--- src/rtl/hhlp_pkg.sv ---
// ----------------------------------------------------------------------------
// hhlp_pkg: shared types and constants of the header line parser
// Byte classes, result kinds, counter widths and the key length clamp.
// ----------------------------------------------------------------------------
package hhlp_pkg;

   // Counter and field widths
   localparam int KEY_COUNT_BITS = 10;
   localparam int KEY_LEN_W      = 10;
   localparam int VALUE_LEN_W    = 11;
   localparam int MAX_OFFSET_W   = 10;
   localparam int KEY_SAT_W      = (KEY_COUNT_BITS > KEY_LEN_W) ? KEY_COUNT_BITS : KEY_LEN_W;

   localparam logic [KEY_COUNT_BITS-1:0] KEY_COUNT_MAX   = '1;
   localparam logic [KEY_LEN_W-1:0]      KEY_LEN_MAX     = '1;
   localparam logic [MAX_OFFSET_W-1:0]   MAX_OFFSET_INIT = MAX_OFFSET_W'(255);

   // Queue between front and back
   localparam int QUEUE_DEPTH = 2;
   localparam int QUEUE_PTR_W = (QUEUE_DEPTH > 1) ? $clog2(QUEUE_DEPTH) : 1;
   localparam int QUEUE_CNT_W = $clog2(QUEUE_DEPTH + 1);

   // Characters of interest
   localparam logic [7:0] CHAR_CR    = 8'h0D;
   localparam logic [7:0] CHAR_LF    = 8'h0A;
   localparam logic [7:0] CHAR_COLON = 8'h3A;
   localparam logic [7:0] CHAR_SPACE = 8'h20;

   // Result kinds
   typedef enum logic [2:0] {
      KIND_SKIP   = 3'd0,
      KIND_KEY    = 3'd1,
      KIND_SEP    = 3'd2,
      KIND_VALUE  = 3'd3,
      KIND_COMMIT = 3'd4,
      KIND_DONE   = 3'd5,
      KIND_ERROR  = 3'd6,
      KIND_BODY   = 3'd7
   } kind_type;

   // One classified byte, as the front hands it to the back
   typedef struct packed {
      logic [7:0] data;
      logic       restart;
      logic       is_cr;
      logic       is_lf;
      logic       is_colon;
      logic       is_space;
   } item_type;

   // One result
   typedef struct packed {
      kind_type                 kind;
      logic [7:0]               data;
      logic [KEY_LEN_W-1:0]     key_len;
      logic [VALUE_LEN_W-1:0]   value_len;
   } result_type;

   // Clamp the key counter to the width of the reported key length
   function automatic logic [KEY_LEN_W-1:0] key_len_sat(input logic [KEY_COUNT_BITS-1:0] kc);
      logic [KEY_SAT_W-1:0] wide;
      wide = KEY_SAT_W'(kc);
      if (wide > KEY_SAT_W'(KEY_LEN_MAX)) begin
         return KEY_LEN_MAX;
      end
      return KEY_LEN_W'(wide);
   endfunction

endpackage

--- src/rtl/http_header_line_parser.sv ---
// ----------------------------------------------------------------------------
// http_header_line_parser: HTTP header byte tagger
// Each byte's result is registered through the front register, the queue and
// the result register. Throughput: one byte per cycle, as long as the sink
// keeps rsp_tready high. Reset is synchronous: phase to start, counters and
// queue cleared, max_value_offset back to 255.
// ----------------------------------------------------------------------------
module http_header_line_parser (
   input  logic                                 clock,
   input  logic                                 reset,
   // Configuration
   input  logic                                 csr_wr_en,
   input  logic [hhlp_pkg::MAX_OFFSET_W-1:0]    csr_wr_data,  // max_value_offset
   // Input bytes
   input  logic                                 req_tvalid,
   output logic                                 req_tready,
   input  logic [7:0]                           req_tdata,    // [7:0] byte_in
   input  logic                                 req_tuser,    // [0] restart
   // Results
   output logic                                 rsp_tvalid,
   input  logic                                 rsp_tready,
   // [7:0] out_byte, [17:8] key_length, [28:18] value_length, [31:29] zero
   output logic [31:0]                          rsp_tdata,
   output logic [2:0]                           rsp_tuser     // [2:0] out_kind
);

   logic                  push, push_ready;
   hhlp_pkg::item_type    push_item;
   logic                  pop_valid, pop;
   hhlp_pkg::item_type    pop_item;
   hhlp_pkg::result_type  result;

   hhlp_front u_front (
      .clock      (clock),
      .reset      (reset),
      .in_valid   (req_tvalid),
      .in_ready   (req_tready),
      .in_byte    (req_tdata),
      .in_restart (req_tuser),
      .push       (push),
      .push_ready (push_ready),
      .push_item  (push_item)
   );

   hhlp_queue u_queue (
      .clock      (clock),
      .reset      (reset),
      .push       (push),
      .push_ready (push_ready),
      .push_item  (push_item),
      .pop_valid  (pop_valid),
      .pop        (pop),
      .pop_item   (pop_item)
   );

   hhlp_back u_back (
      .clock        (clock),
      .reset        (reset),
      .cfg_wr_en    (csr_wr_en),
      .cfg_wr_data  (csr_wr_data),
      .item_valid   (pop_valid),
      .pop          (pop),
      .item         (pop_item),
      .result_valid (rsp_tvalid),
      .result_ready (rsp_tready),
      .result       (result)
   );

   // Pack the result fields
   assign rsp_tdata = {3'b000, result.value_len, result.key_len, result.data};
   assign rsp_tuser = result.kind;

endmodule

--- src/rtl/hhlp_front.sv ---
// ----------------------------------------------------------------------------
// hhlp_front: input stage of the header line parser
// Accepts one byte per transfer, classifies it and offers it to the queue.
// ----------------------------------------------------------------------------
module hhlp_front (
   input  logic                clock,
   input  logic                reset,
   input  logic                in_valid,
   output logic                in_ready,
   input  logic [7:0]          in_byte,
   input  logic                in_restart,
   output logic                push,
   input  logic                push_ready,
   output hhlp_pkg::item_type  push_item
);

   logic               valid_ff, valid_in;
   hhlp_pkg::item_type item_ff, item_in;
   logic               take;

   // Take a new byte when the stage is empty or drains this cycle
   assign in_ready  = !valid_ff || push_ready;
   assign take      = in_valid && in_ready;
   assign push      = valid_ff;
   assign push_item = item_ff;

   // Classify the incoming byte
   always_comb begin
      item_in.data     = in_byte;
      item_in.restart  = in_restart;
      item_in.is_cr    = (in_byte == hhlp_pkg::CHAR_CR);
      item_in.is_lf    = (in_byte == hhlp_pkg::CHAR_LF);
      item_in.is_colon = (in_byte == hhlp_pkg::CHAR_COLON);
      item_in.is_space = (in_byte == hhlp_pkg::CHAR_SPACE);
   end

   // Hold the stage until the queue takes it
   always_comb begin
      if (take) begin
         valid_in = 1'b1;
      end else if (push_ready) begin
         valid_in = 1'b0;
      end else begin
         valid_in = valid_ff;
      end
   end

   always_ff @(posedge clock) begin
      if (reset) begin
         valid_ff <= 1'b0;
      end else begin
         valid_ff <= valid_in;
      end
   end

   always_ff @(posedge clock) begin
      if (take) begin
         item_ff <= item_in;
      end
   end

endmodule

--- src/rtl/hhlp_queue.sv ---
// ----------------------------------------------------------------------------
// hhlp_queue: short FIFO between front and back
// Lets the front keep taking bytes while the back waits on the result side.
// ----------------------------------------------------------------------------
module hhlp_queue (
   input  logic                clock,
   input  logic                reset,
   input  logic                push,
   output logic                push_ready,
   input  hhlp_pkg::item_type  push_item,
   output logic                pop_valid,
   input  logic                pop,
   output hhlp_pkg::item_type  pop_item
);

   hhlp_pkg::item_type                     entry_ff [hhlp_pkg::QUEUE_DEPTH];
   logic [hhlp_pkg::QUEUE_PTR_W-1:0]       wr_ptr_ff, wr_ptr_in;
   logic [hhlp_pkg::QUEUE_PTR_W-1:0]       rd_ptr_ff, rd_ptr_in;
   logic [hhlp_pkg::QUEUE_CNT_W-1:0]       count_ff, count_in;
   logic                                   do_push, do_pop;

   localparam logic [hhlp_pkg::QUEUE_PTR_W-1:0] PTR_LAST =
      hhlp_pkg::QUEUE_PTR_W'(hhlp_pkg::QUEUE_DEPTH - 1);
   localparam logic [hhlp_pkg::QUEUE_CNT_W-1:0] CNT_FULL =
      hhlp_pkg::QUEUE_CNT_W'(hhlp_pkg::QUEUE_DEPTH);

   assign push_ready = (count_ff != CNT_FULL);
   assign pop_valid  = (count_ff != '0);
   assign pop_item   = entry_ff[rd_ptr_ff];
   assign do_push    = push && push_ready;
   assign do_pop     = pop && pop_valid;

   // Advance pointers with wrap and track the fill level
   always_comb begin
      wr_ptr_in = wr_ptr_ff;
      rd_ptr_in = rd_ptr_ff;
      count_in  = count_ff;
      if (do_push) begin
         wr_ptr_in = (wr_ptr_ff == PTR_LAST) ? '0 : wr_ptr_ff + 1'b1;
      end
      if (do_pop) begin
         rd_ptr_in = (rd_ptr_ff == PTR_LAST) ? '0 : rd_ptr_ff + 1'b1;
      end
      if (do_push && !do_pop) begin
         count_in = count_ff + 1'b1;
      end else if (do_pop && !do_push) begin
         count_in = count_ff - 1'b1;
      end
   end

   always_ff @(posedge clock) begin
      if (reset) begin
         wr_ptr_ff <= '0;
         rd_ptr_ff <= '0;
         count_ff  <= '0;
      end else begin
         wr_ptr_ff <= wr_ptr_in;
         rd_ptr_ff <= rd_ptr_in;
         count_ff  <= count_in;
      end
   end

   always_ff @(posedge clock) begin
      if (do_push) begin
         entry_ff[wr_ptr_ff] <= push_item;
      end
   end

   // Fill level never passes the depth
   a_count_bound: assert property (@(posedge clock) disable iff (reset)
      count_ff <= CNT_FULL)
      else $error("queue fill level beyond depth");

   // A push into a full queue that does not drain is refused
   a_full_hold: assert property (@(posedge clock) disable iff (reset)
      (count_ff == CNT_FULL && !pop) |=> (count_ff == CNT_FULL))
      else $error("queue full level lost without a pop");

endmodule

--- src/rtl/hhlp_back.sv ---
// ----------------------------------------------------------------------------
// hhlp_back: phase machine and result register of the header line parser
// Updates the parse phase and the two length counters per byte, tags it.
// ----------------------------------------------------------------------------
module hhlp_back (
   input  logic                                  clock,
   input  logic                                  reset,
   input  logic                                  cfg_wr_en,
   input  logic [hhlp_pkg::MAX_OFFSET_W-1:0]     cfg_wr_data,
   input  logic                                  item_valid,
   output logic                                  pop,
   input  hhlp_pkg::item_type                    item,
   output logic                                  result_valid,
   input  logic                                  result_ready,
   output hhlp_pkg::result_type                  result
);

   typedef enum logic [9:0] {
      PH_START  = 10'b00_0000_0001,
      PH_KEY    = 10'b00_0000_0010,
      PH_COLON  = 10'b00_0000_0100,
      PH_SPACE  = 10'b00_0000_1000,
      PH_VALUE  = 10'b00_0001_0000,
      PH_CR     = 10'b00_0010_0000,
      PH_LF     = 10'b00_0100_0000,
      PH_END_CR = 10'b00_1000_0000,
      PH_DONE   = 10'b01_0000_0000,
      PH_ERROR  = 10'b10_0000_0000
   } phase_type;

   phase_type                                phase_ff, phase_in, cur_phase;
   logic [hhlp_pkg::KEY_COUNT_BITS-1:0]      key_count_ff, key_count_in, cur_key;
   logic [hhlp_pkg::VALUE_LEN_W-1:0]         value_count_ff, value_count_in, cur_value;
   logic [hhlp_pkg::MAX_OFFSET_W-1:0]        max_offset_ff;
   logic                                     result_valid_ff, result_valid_in;
   hhlp_pkg::result_type                     result_ff, result_in;

   // Step when a byte waits and the result register is free
   assign pop          = item_valid && (!result_valid_ff || result_ready);
   assign result_valid = result_valid_ff;
   assign result       = result_ff;

   // Phase update and tagging for the byte at the head of the queue
   always_comb begin
      cur_phase = item.restart ? PH_START : phase_ff;
      cur_key   = item.restart ? '0 : key_count_ff;
      cur_value = item.restart ? '0 : value_count_ff;

      phase_in       = cur_phase;
      key_count_in   = cur_key;
      value_count_in = cur_value;

      result_in.kind      = hhlp_pkg::KIND_ERROR;
      result_in.data      = item.data;
      result_in.key_len   = '0;
      result_in.value_len = '0;

      unique case (cur_phase)
         PH_START: begin
            if (item.is_cr || item.is_lf) begin
               result_in.kind = hhlp_pkg::KIND_SKIP;
            end else begin
               key_count_in   = hhlp_pkg::KEY_COUNT_BITS'(1);
               value_count_in = '0;
               phase_in       = PH_KEY;
               result_in.kind = hhlp_pkg::KIND_KEY;
            end
         end
         PH_KEY: begin
            if (item.is_colon) begin
               phase_in       = PH_COLON;
               result_in.kind = hhlp_pkg::KIND_SEP;
            end else if (item.is_cr || item.is_lf) begin
               phase_in = PH_ERROR;
            end else begin
               if (cur_key != hhlp_pkg::KEY_COUNT_MAX) begin
                  key_count_in = cur_key + 1'b1;
               end
               result_in.kind = hhlp_pkg::KIND_KEY;
            end
         end
         PH_COLON: begin
            if (item.is_space) begin
               phase_in       = PH_SPACE;
               result_in.kind = hhlp_pkg::KIND_SEP;
            end else begin
               phase_in = PH_ERROR;
            end
         end
         PH_SPACE: begin
            if (item.is_cr) begin
               phase_in = PH_ERROR;
            end else begin
               value_count_in = hhlp_pkg::VALUE_LEN_W'(1);
               phase_in       = PH_VALUE;
               result_in.kind = hhlp_pkg::KIND_VALUE;
            end
         end
         PH_VALUE: begin
            if (item.is_cr) begin
               phase_in       = PH_CR;
               result_in.kind = hhlp_pkg::KIND_SEP;
            end else if (cur_value > {1'b0, max_offset_ff}) begin
               phase_in = PH_ERROR;
            end else begin
               value_count_in = cur_value + 1'b1;
               result_in.kind = hhlp_pkg::KIND_VALUE;
            end
         end
         PH_CR: begin
            if (item.is_lf) begin
               phase_in            = PH_LF;
               result_in.kind      = hhlp_pkg::KIND_COMMIT;
               result_in.key_len   = hhlp_pkg::key_len_sat(cur_key);
               result_in.value_len = cur_value;
            end else begin
               phase_in = PH_ERROR;
            end
         end
         PH_LF: begin
            if (item.is_cr) begin
               phase_in       = PH_END_CR;
               result_in.kind = hhlp_pkg::KIND_SEP;
            end else if (item.is_lf) begin
               phase_in = PH_ERROR;
            end else begin
               key_count_in   = hhlp_pkg::KEY_COUNT_BITS'(1);
               value_count_in = '0;
               phase_in       = PH_KEY;
               result_in.kind = hhlp_pkg::KIND_KEY;
            end
         end
         PH_END_CR: begin
            if (item.is_lf) begin
               phase_in       = PH_DONE;
               result_in.kind = hhlp_pkg::KIND_DONE;
            end else begin
               phase_in = PH_ERROR;
            end
         end
         PH_DONE: begin
            result_in.kind = hhlp_pkg::KIND_BODY;
         end
         default: begin
            phase_in = PH_ERROR;
         end
      endcase
   end

   // Hold the result until the sink takes it
   always_comb begin
      if (pop) begin
         result_valid_in = 1'b1;
      end else if (result_ready) begin
         result_valid_in = 1'b0;
      end else begin
         result_valid_in = result_valid_ff;
      end
   end

   always_ff @(posedge clock) begin
      if (reset) begin
         phase_ff        <= PH_START;
         key_count_ff    <= '0;
         value_count_ff  <= '0;
         max_offset_ff   <= hhlp_pkg::MAX_OFFSET_INIT;
         result_valid_ff <= 1'b0;
      end else begin
         result_valid_ff <= result_valid_in;
         if (pop) begin
            phase_ff       <= phase_in;
            key_count_ff   <= key_count_in;
            value_count_ff <= value_count_in;
         end
         if (cfg_wr_en) begin
            max_offset_ff <= cfg_wr_data;
         end
      end
   end

   always_ff @(posedge clock) begin
      if (pop) begin
         result_ff <= result_in;
      end
   end

   // A committed line always carries a non-empty key and value
   a_commit_len: assert property (@(posedge clock) disable iff (reset)
      (result_valid_ff && result_ff.kind == hhlp_pkg::KIND_COMMIT)
         |-> (result_ff.key_len != '0 && result_ff.value_len != '0))
      else $error("commit with empty key or value");

   // Lengths are reported on commits only
   a_len_only_commit: assert property (@(posedge clock) disable iff (reset)
      (result_valid_ff && result_ff.kind != hhlp_pkg::KIND_COMMIT)
         |-> (result_ff.key_len == '0 && result_ff.value_len == '0))
      else $error("length reported outside a commit");

   // Error phase is sticky until restart
   a_error_sticky: assert property (@(posedge clock) disable iff (reset)
      (pop && !item.restart && phase_ff == PH_ERROR)
         |=> (result_ff.kind == hhlp_pkg::KIND_ERROR && phase_ff == PH_ERROR))
      else $error("error phase left without restart");

   // Stepping always leaves a result to deliver
   a_pop_result: assert property (@(posedge clock) disable iff (reset)
      pop |=> result_valid_ff)
      else $error("stepped byte without a result");

endmodule
--- config.mk ---
export PLATFORM = sky130hd
export DESIGN_NAME = http_header_line_parser
export DESIGN_NICKNAME = d
export VERILOG_FILES = /design/src/rtl/hhlp_pkg.sv /design/src/rtl/http_header_line_parser.sv /design/src/rtl/hhlp_front.sv /design/src/rtl/hhlp_queue.sv /design/src/rtl/hhlp_back.sv
export SDC_FILE = /design/constraint.sdc
export NUM_CORES = 1
export LEC_CHECK = 0
export ABC_AREA = 1
export BUFFER_PORTS_ARGS = -buffer_cell sky130_fd_sc_hd__buf_2
export CAP_MARGIN = 10
export CORE_MARGIN = 2
export CORE_UTILIZATION = 64
export CTS_CLUSTER_DIAMETER = 150
export DETAILED_ROUTE_END_ITERATION = 8
export PLACE_DENSITY = 0.86
export SLEW_MARGIN = 40
export SYNTH_ARGS = -nofsm -noshare
export SYNTH_HDL_FRONTEND = slang
export SYNTH_SLANG_ARGS = --single-unit
--- constraint.sdc ---
create_clock -name clock -period 4.5 [get_ports clock]
set_input_delay 0.225 -clock clock [delete_from_list [all_inputs] [get_ports clock]]
set_output_delay 0.225 -clock clock [all_outputs]
set_load 0.1 [all_outputs]
# Yosys cells after proc, flatten, opt, wreduce, memory -nomap -nowiden
# Memory sizes are Yosys's and may differ from the RTL's. A register that Yosys moved wholly into a read port is not among the register bits.
# Cells that the tools add are included.
[word_totals] reg_bits=92 latchBits=0 ramBits=26 mem_bits_ro=0 inputBits=24 out_inout_bits=37 mem_count=1
[mem_list] name="u_queue.entry_ff" words=2 width=13 rd=1 rd_ports_with_merged_regs=1 wr=1 line="hhlp_queue.sv:16" source="hhlp_pkg::item_type entry_ff [hhlp_pkg::QUEUE_DEPTH];"
[classes] addsub=6 multipliers=0 n_div=0 n_lt_le_gt_ge=2 n_eq_ne=15 shifts=0 mux=58 n_bitwise=0 reduce_logical=18
[ops] operator="10-bit 2-to-1 mux" n=21
[ops] operator="10-bit one-hot mux with 9 select lines" n=1
[ops] operator="11-bit 2-to-1 mux" n=7
[ops] operator="11-bit one-hot mux with 4 select lines" n=1
[ops] operator="10-bit one-hot mux with 3 select lines" n=1
[ops] operator="3-bit one-hot mux with 9 select lines" n=1
[ops] operator="3-bit 2-to-1 mux" n=8
[ops] operator="8-bit by 4-bit == test with 1-bit output, second input constant" n=2
[ops] operator="8-bit by 6-bit == test with 1-bit output, second input constant" n=2
[ops] operator="1-bit 2-to-1 mux" n=14
[ops] operator="11-bit by 1-bit adder with 11-bit output, second input constant" n=1
[ops] operator="11-bit by 10-bit greater-than comparator with 1-bit output" n=1
[ops] operator="10-bit by 1-bit adder with 10-bit output, second input constant" n=1
[ops] operator="10-bit by 1-bit == test with 1-bit output, second input constant" n=1
[ops] operator="10-bit by 2-bit == test with 1-bit output, second input constant" n=1
[ops] operator="10-bit by 3-bit == test with 1-bit output, second input constant" n=1
[ops] operator="10-bit by 4-bit == test with 1-bit output, second input constant" n=1
[ops] operator="10-bit by 5-bit == test with 1-bit output, second input constant" n=1
[ops] operator="10-bit by 6-bit == test with 1-bit output, second input constant" n=1
[ops] operator="10-bit by 7-bit == test with 1-bit output, second input constant" n=1
[ops] operator="10-bit by 8-bit == test with 1-bit output, second input constant" n=1
[ops] operator="10-bit by 9-bit == test with 1-bit output, second input constant" n=1
[ops] operator="10-bit greater-than comparator, second input constant" n=1
[ops] operator="10-bit inequality test, second input constant" n=1
[ops] operator="other kinds (10)" n=27

# Logic depth before layout (Yosys ltp)
# Gate-level depths: netlist of run 1.
[logic_depth] word_depth=7 ltp_mapped=25

# By module
# A second synthesis of run 1 with hierarchy kept.
[hier_totals] hier_cells=725 area_unflattened_um2=6189.7
[modules_own_cells] mod="hhlp_back" n_inst=1 cells_each=601 area_per_inst_um2=4419.2
[modules_own_cells] mod="hhlp_queue" n_inst=1 cells_each=77 area_per_inst_um2=1219.9
[modules_own_cells] mod="hhlp_front" n_inst=1 cells_each=43 area_per_inst_um2=524.3
[modules_own_cells] mod="http_header_line_parser" n_inst=1 cells_each=4 area_per_inst_um2=26.3

# Worst setup path after synthesis of run 1
# OpenSTA, ideal clock, no wires.
[synth_path] path_type="reg-to-reg" from="register with a tool-made name" to="register u_back.value_count_ff[1] (netlist name)" arrival_time_ns=2.704 setup_slack_ns=1.687 stages_incl_launch_ff=21 n_path_buf=4 synth_period_minus_slack_ns=2.813 path_cell_list="dfxtp_1 > nand2_1 > nand2_2 > buf_6 > buf_2 > buf_1 > nor2_1 > ha_1 > nand3_1 > nand3b_1 > a21oi_1 > nand4_1 > nand2_1 > buf_2 > nand2_1 > nand2_1 > nand2_1 > nand2_1 > nand3_1 > nand2_1 > inv_1"
[synth_rtl] item="end signal, assigned" line="hhlp_back.sv:173" source="value_count_ff <= value_count_in;"
[synth_rtl] item="end, declared" line="hhlp_back.sv:33" source="logic [hhlp_pkg::VALUE_LEN_W-1:0] value_count_ff, value_count_in, cur_value;"

==> results.json, run 1 <==
{
  "met3_usage_pct": 7.282,
  "tightest_slew_ns": 0.8026,
  "die_x_um": 100.8,
  "first_iter_violations": 470,
  "gr-usage-all-layers_pct": 31.97,
  "cp_max_fo": 32,
  "yosys.area.top_type_share_pct": 35.57,
  "clock_skew_ns": 0.01718,
  "slew_violations": 0,
  "yosys.area.top_type": "edfxtp_1",
  "port-buffer-count": 57,
  "drt-pass1-iter-count": 5,
  "drive_gt1_share_pct": 13.89,
  "final-hold-violation-count": 0,
  "grt_pass1_vias": 5415,
  "avgRoutedWirePerCell_um": 16.38,
  "dp_hpwl_um": 9551,
  "post-route-period-util_pct": 85.60,
  "cts-root-buf": "clkbuf_8",
  "rows": 35,
  "htreeDepth": 4,
  "syn_inst": 747,
  "p_switching_mw": 2.739,
  "avgSynthCellArea_sq_um": 8.023,
  "rsz0062_at_grt": "no",
  "grt_pass1_wl_um": 25190,
  "ys_types": 39,
  "synthFlopType": "edfxtp_1",
  "synth_warnings": 0,
  "clkPwrFrac_pct": 25.7,
  "p_leak_nw": 3.038,
  "avgViaCountPerCell": 5.933,
  "antenna_cells": 0,
  "yosysMostFrequentCell": "nand2_1",
  "overflow": 0,
  "crit_path_frequent_cell": "nand2_1",
  "comb_power_share_pct": 44.6,
  "synth_edf_count": 71,
  "post_cts_buffers": 0,
  "clk_pin_slew_ns": 0.07,
  "grt_max_degree": 55,
  "wirelength_um": 15500,
  "crit_chain": "inv_2 -> nand2_2 -> nand2_2 -> nor2_1 -> ha_1 -> a21oi_1 -> nand2_1 -> a31oi_1 -> nand2_1 -> nand2_1 -> o21ai_0 -> inv_1 -> nand4_1",
  "async_flop_share_pct": 0,
  "synth_area_sq_um": 5993,
  "clock-sinks": 119,
  "cap_violations": 0,
  "slowest_stage": "dfxtp_1",
  "io_pins": 61,
  "insertion_delay_ns": 0.54,
  "max_stage_delay_ns": 0.63,
  "finalSetupTns_ns": 0,
  "grt_util_met1_pct": 37.53,
  "synth_common_cells": "nand2_1, inv_1, nor2_1, edfxtp_1, nand3_1",
  "finalCriticalPeriod_ns": 3.852,
  "hold_path.class": "in2reg",
  "yosysSeqAreaShare_pct": 51.61,
  "ys_seq_elements": 119,
  "status": "finished, final reports clean",
  "start_util_pct": 65.48,
  "antenna_found_initial": 0,
  "p_sw_share_pct": 49.65,
  "endpoint_kind": "flop",
  "postLayoutCoreUtil_pct": 78.25,
  "grt_busiest_layer": "met2",
  "power.density_nw_per_um2": 770.2,
  "area_growth_pct": 19.50,
  "timing.critical_path.from_type": "flop",
  "worst_ep_arrival_time_ns": 4.12,
  "ctsResizeCount": 0,
  "die_h_um": 100.8,
  "vias": 5613,
  "peakVddDrop_uv": 653.4,
  "use_met2_pct": 55.59,
  "cp.required_ns": 4.77,
  "synth_area_leaders": "edfxtp_1, dfxtp_1, nand2_1, inv_1, nand3_1",
  "cts_tree": "built",
  "core_region_area_sq_um": 9153,
  "place_congestion": 0.9275,
  "intPower_mw": 2.777,
  "clockBufferDepth": 2,
  "cts_buffers": 17,
  "fin_nets": 857,
  "finalWorstSetupSlack_ns": 0.6480,
  "pre_cts_slack_ns": 0.7874,
  "route.detailed.drc": 0,
  "worstSetupPathType": "reg2reg",
  "slew_headroom_pct": 45.93,
  "die_area_sq_um": 10150,
  "setup_viol": 0,
  "max_freq_mhz": 259.6,
  "drtAntennaViolNets": 0,
  "p_seq_share_pct": 29.7
}
==> power by group through the flow <==
stage               Clock [mW]  Combinational (mW)  Sequential, mW
finish                    1.42                2.46            1.64
detailed placement           0                2.39            1.65
CTS                       1.42                2.43            1.63
floorplan                    0                1.03            2.57
global placement             0                2.34            1.64
global route              1.47                2.63            1.66
==> critical path, delay by kind of cell, from the launching register on <==
family                   cells  cell delay (ns)
AND/OR/NAND/NOR              7             1.79
buffers and inverters        2             0.29
AO/OA/AOI/OAI                3             0.53
flip-flops                   1             0.63
adder cells (fa/ha/maj)      1             0.33
==> repair_timing <==
item                       CTS  global route
setup endpoints to repair    0             0
hold endpoints to repair    20             0
hold buffers                20             0
==> cell families after synthesis <==
kind of cell               count (synthesis)  synth area share (%)
AOI/OAI and AO/OA                        122                 11.00
and+or+nand+nor                          351                 25.30
other                                      1               0.06257
buffers and inverters                    139                 9.123
DFF                                      119                 51.61
adders and majority gates                 11                 2.296
muxes                                      1                0.1670
xor gates and xnor gates                   3                0.4385
==> through the flow <==
stage | cells | hold slack (ns) | total power [mW] | cell area, sq um
after detailed placement | 894 | 0.4098 | 4.042 | 6342
after global placement | 894 | 0.4038 | 3.979 | 6332
after global routing | 946 | 0.04860 | 5.757 | 7162
after floorplan | 749 | 0.3239 | 3.600 | 6001
final | 946 | 0.02022 | 5.516 | 7162
after CTS | 946 | 0.01141 | 5.476 | 7162
==> metal layers <==
layer	share of wire, %	routed length (um)
met4	2.5	384
met2	51	7920
met3	8.3	1285
met5	0	0
met1	38	5907
==> registers in the layout (all words and copies together) (netlist names), named ones only <==
name	cells
u_queue.rd_ptr_ff	1
u_front.push	1
u_back.key_count_ff	10
u_back.max_offset_ff	10
u_queue.count_ff	2
u_front.push_item	13
u_back.phase_ff	10
u_back.result	32
u_back.result_valid	1
u_queue.entry_ff	26
u_queue.wr_ptr_ff	1
u_back.value_count_ff	11
==> cells in the final DEF, fill, tap and decap left out, types with 3 or more instances in the layout <==
cell type,n
conb_1,3
nand2_2,4
inv_2,4
nor3_1,16
a31oi_1,5
dlygate4sd3_1,20
a21oi_2,3
nor4_1,4
dfxtp_1,48
buf_2,57
nand3_1,67
inv_8,7
nand4_1,12
nor2_2,5
nand2_1,149
nor2_1,86
o21ai_2,3
o21ai_0,37
ha_1,11
inv_1,109
clkbuf_16,16
edfxtp_1,71
a21oi_1,65
==> worst paths after layout <==
kind | slack [ns] | depth (start not counted) | to | startpoint
max | 0.65 | 13 | u_back.result[31] | flop
min | 0.02 | 4 | u_back.result_valid | rsp_tready
max reg2reg | 0.65 | 13 | u_back.result[31] | flop
min reg2reg | 0.45 | 0 | u_queue.entry_ff[1][2] | u_front.push_item[2]
==> cell type report <==
type,count,area [sq um]
multi-input cells,491,2382
well taps,111,138.9
inverters,114,427.9
repair buffers,79,500.5
clock inverters,15,205.2
fillers,583,1991
flip-flops and latches,119,3093
clock buffers,17,414.1
(Power assumes the default switching activity.)
==> run 2, diff against run 1 <==
- ABC_AREA: 1 -> unset
- CORE_UTILIZATION: 64 -> 63
- PLACE_DENSITY: 0.86 -> 0.85
==> run 2 against run 1 <==
  * Count of clock-buffer cells in the layout is the same
  * Critical path depth fell by 2
  * Fmax is 3.9% higher
  * Wire length shrank 11%
  * Cell count is 21% lower
  * Non-clock buffer count up 5
  * Die area decreased by 4.0%
  * Via count fell by 16%
  * Combinational power fell by 33%
  * Sequential power decreased by 9%
  * Highest routed layer unchanged
  * Global-route usage is 2.8 points lower
  * First-iteration DRC count is 9.8% lower
  * Critical path type unchanged
==> results.json, run 2 <==
{
  "synth_warnings": 0,
  "largest_reg_flops": 32,
  "routedLengthMet1_um": 5457,
  "overflow": 0,
  "htreeDepth": 4,
  "place_congestion": 0.9305,
  "final_cell_mix": "edfxtp_1, nor2_1, buf_2",
  "wl_met3_um": 1083,
  "io_pins": 61,
  "core_region_area_sq_um": 8721,
  "area_growth_pct": 20.35,
  "synthFlopType": "edfxtp_1",
  "min_path_cells": 3,
  "cp.required_ns": 4.97,
  "grt_pass1_vias": 4515,
  "fin_hold_ws_ns": 0.1195,
  "drive_gt1_share_pct": 18.65,
  "rrSetupSlack_ns": 0.79,
  "hold_path.class": "in2reg",
  "seq_area_sq_um": 3093,
  "clock_skew_ns": 0.01393,
  "synth_edf_count": 71,
  "ctsHoldBuffers": 21,
  "drt-pass1-iter-count": 5,
  "tightest_slew_ns": 0.7403,
  "wl_met2_um": 6714,
  "finalSetupTns_ns": 0,
  "post-route-period-util_pct": 82.38,
  "antenna_found_initial": 0,
  "max_freq_mhz": 269.8,
  "rows": 34,
  "cp-endpoint": "u_back.value_count_ff[6]",
  "die_h_um": 98.76,
  "die_area_sq_um": 9753,
  "port-buffer-count": 57,
  "cp_max_fo": 23,
  "final-hold-violation-count": 0,
  "clockBufferDepth": 2,
  "peakVddDrop_uv": 496.8,
  "synth_area_leaders": "edfxtp_1, dfxtp_1, nor2_1, nand2_1, a21oi_1",
  "synth_area_sq_um": 5657,
  "slew_violations": 0,
  "vias": 4688,
  "start_util_pct": 64.86,
  "clock-sinks": 119,
  "clk_pin_slew_ns": 0.07,
  "wirelength_um": 13820,
  "post_cts_buffers": 0,
  "avgViaCountPerCell": 6.284,
  "yosysMostFrequentCell": "edfxtp_1",
  "cap_violations": 0,
  "synth_common_cells": "edfxtp_1, nor2_1, dfxtp_1, nand2_1, a21oi_1",
  "layout_commonest_cell": "edfxtp_1",
  "cts_tree": "built",
  "regToRegEndpoint": "u_back.value_count_ff[6]",
  "yosys.area.top_type": "edfxtp_1",
  "fillers": 555,
  "worst_ep_arrival_time_ns": 4.17,
  "highest_layer": "met4",
  "antenna_cells": 0,
  "status": "finished, final reports clean",
  "ys_types": 65,
  "power.density_nw_per_um2": 658.0,
  "dp_hpwl_um": 8755,
  "syn_inst": 546,
  "slew_headroom_pct": 50.65,
  "insertion_delay_ns": 0.53,
  "avgSynthCellArea_sq_um": 10.36,
  "ctsResizeCount": 0,
  "ys_seq_elements": 119,
  "drtAntennaViolNets": 0,
  "fin_nets": 660,
  "avgRoutedWirePerCell_um": 18.53,
  "reg2regPathDepth": 11,
  "grt_max_degree": 45,
  "rsz0062_at_grt": "no",
  "finalCriticalPeriod_ns": 3.707,
  "route.detailed.drc": 0,
  "worstSetupPathType": "reg2reg",
  "yosys.area.top_type_share_pct": 37.69,
  "grt_pass1_wl_um": 22090,
  "cts-root-buf": "clkbuf_8",
  "cts_buffers": 17,
  "setup_viol": 0,
  "timing.critical_path.from_type": "flop",
  "multiInputGateArea_sq_um": 2350,
  "first_iter_violations": 424,
  "p_leak_nw": 2.674,
  "yosysSeqAreaShare_pct": 54.68,
  "async_flop_share_pct": 0,
  "endpoint_kind": "flop",
  "gr-usage-all-layers_pct": 29.12,
  "die_x_um": 98.76
}
==> run 2: cell types whose count changed in the layout (fill, tap and decap cells not counted), moves of 8 or more <==
cell and change:
and2_1 +20, nand2_1 -103, inv_1 -85, o21ai_0 -27, nand2b_1 +9, mux2_2 +10
nor2_1 -17, o211ai_1 +8, a21oi_1 -36, nand3_1 -52, a31oi_1 +10
==> run 2: cell families after synthesis <==
family          synth area share [%]
simple gates                   19.82
xor+xnor                       1.239
other cells                  0.06629
flops                          54.68
compound gates                 13.54
mux                            4.269
fa+ha+maj                      2.433
buf+inv                        3.960
==> run 2: worst max-delay path: stages (launching register included) <==
cell and delay [ns]:
dfxtp_1 0.33, buf_4 0.27, mux2i_4 0.66, and2_1 0.33, ha_1 0.29, nor2b_1 0.17, o211ai_1 0.18, a211oi_1 0.13
o221ai_2 0.44, nand2_1 0.21, or4_1 0.53, nand3_1 0.09
==> run 2: worst min-delay path by stage <==
stage | from | endpoint | slack [ns]
after floorplan | req_tdata[5] | u_front.push_item[10] | 0.32
after global placement | req_tuser | u_front.push_item[4] | 0.40
after detailed placement | req_tuser | u_front.push_item[4] | 0.41
after CTS | csr_wr_en | u_back.max_offset_ff[3] | 0.09
after global routing | csr_wr_en | u_back.max_offset_ff[1] | 0.15
final | csr_wr_en | u_back.max_offset_ff[3] | 0.12
==> run 2: layout make-up <==
class / count / area share, %
sequential: 119 / 45.43
multi-input combinational: 377 / 34.52
timing repair buffer: 84 / 7.940
clock buffer: 17 / 6.083
clock inverter: 15 / 2.591
tap: 108 / 1.985
inverter: 26 / 1.452
==> run 2: power breakdown <==
group,leakage [nW],switching [mW],total [mW],internal [mW]
logic,1.31,1.33,1.65,0.326
clock network,0.288,0.576,1.34,0.766
registers,1.07,0.0937,1.49,1.39
==> run 2: metrics by stage <==
stage	util [%]	std cells	total power, mW	worst slack, ns	cell area, sq um
3_5_place_dp	68.87	693	3.111	0.9649	6006
4_1_cts	78.05	746	4.464	0.8847	6807
3_3_place_gp	68.84	693	3.091	1.126	6003
2_1_floorplan	-	548	2.833	1.384	5664
5_1_grt	78.06	746	4.631	0.5803	6808
6_report	78.06	746	4.480	0.7930	6808
==> run 2: per-layer routing <==
layer  vias up  GRT usage (%)
met1      2189          36.07
li1       2173              -
met5         -              0
met2       275          47.56
met4         0          16.54
met3        51          6.099
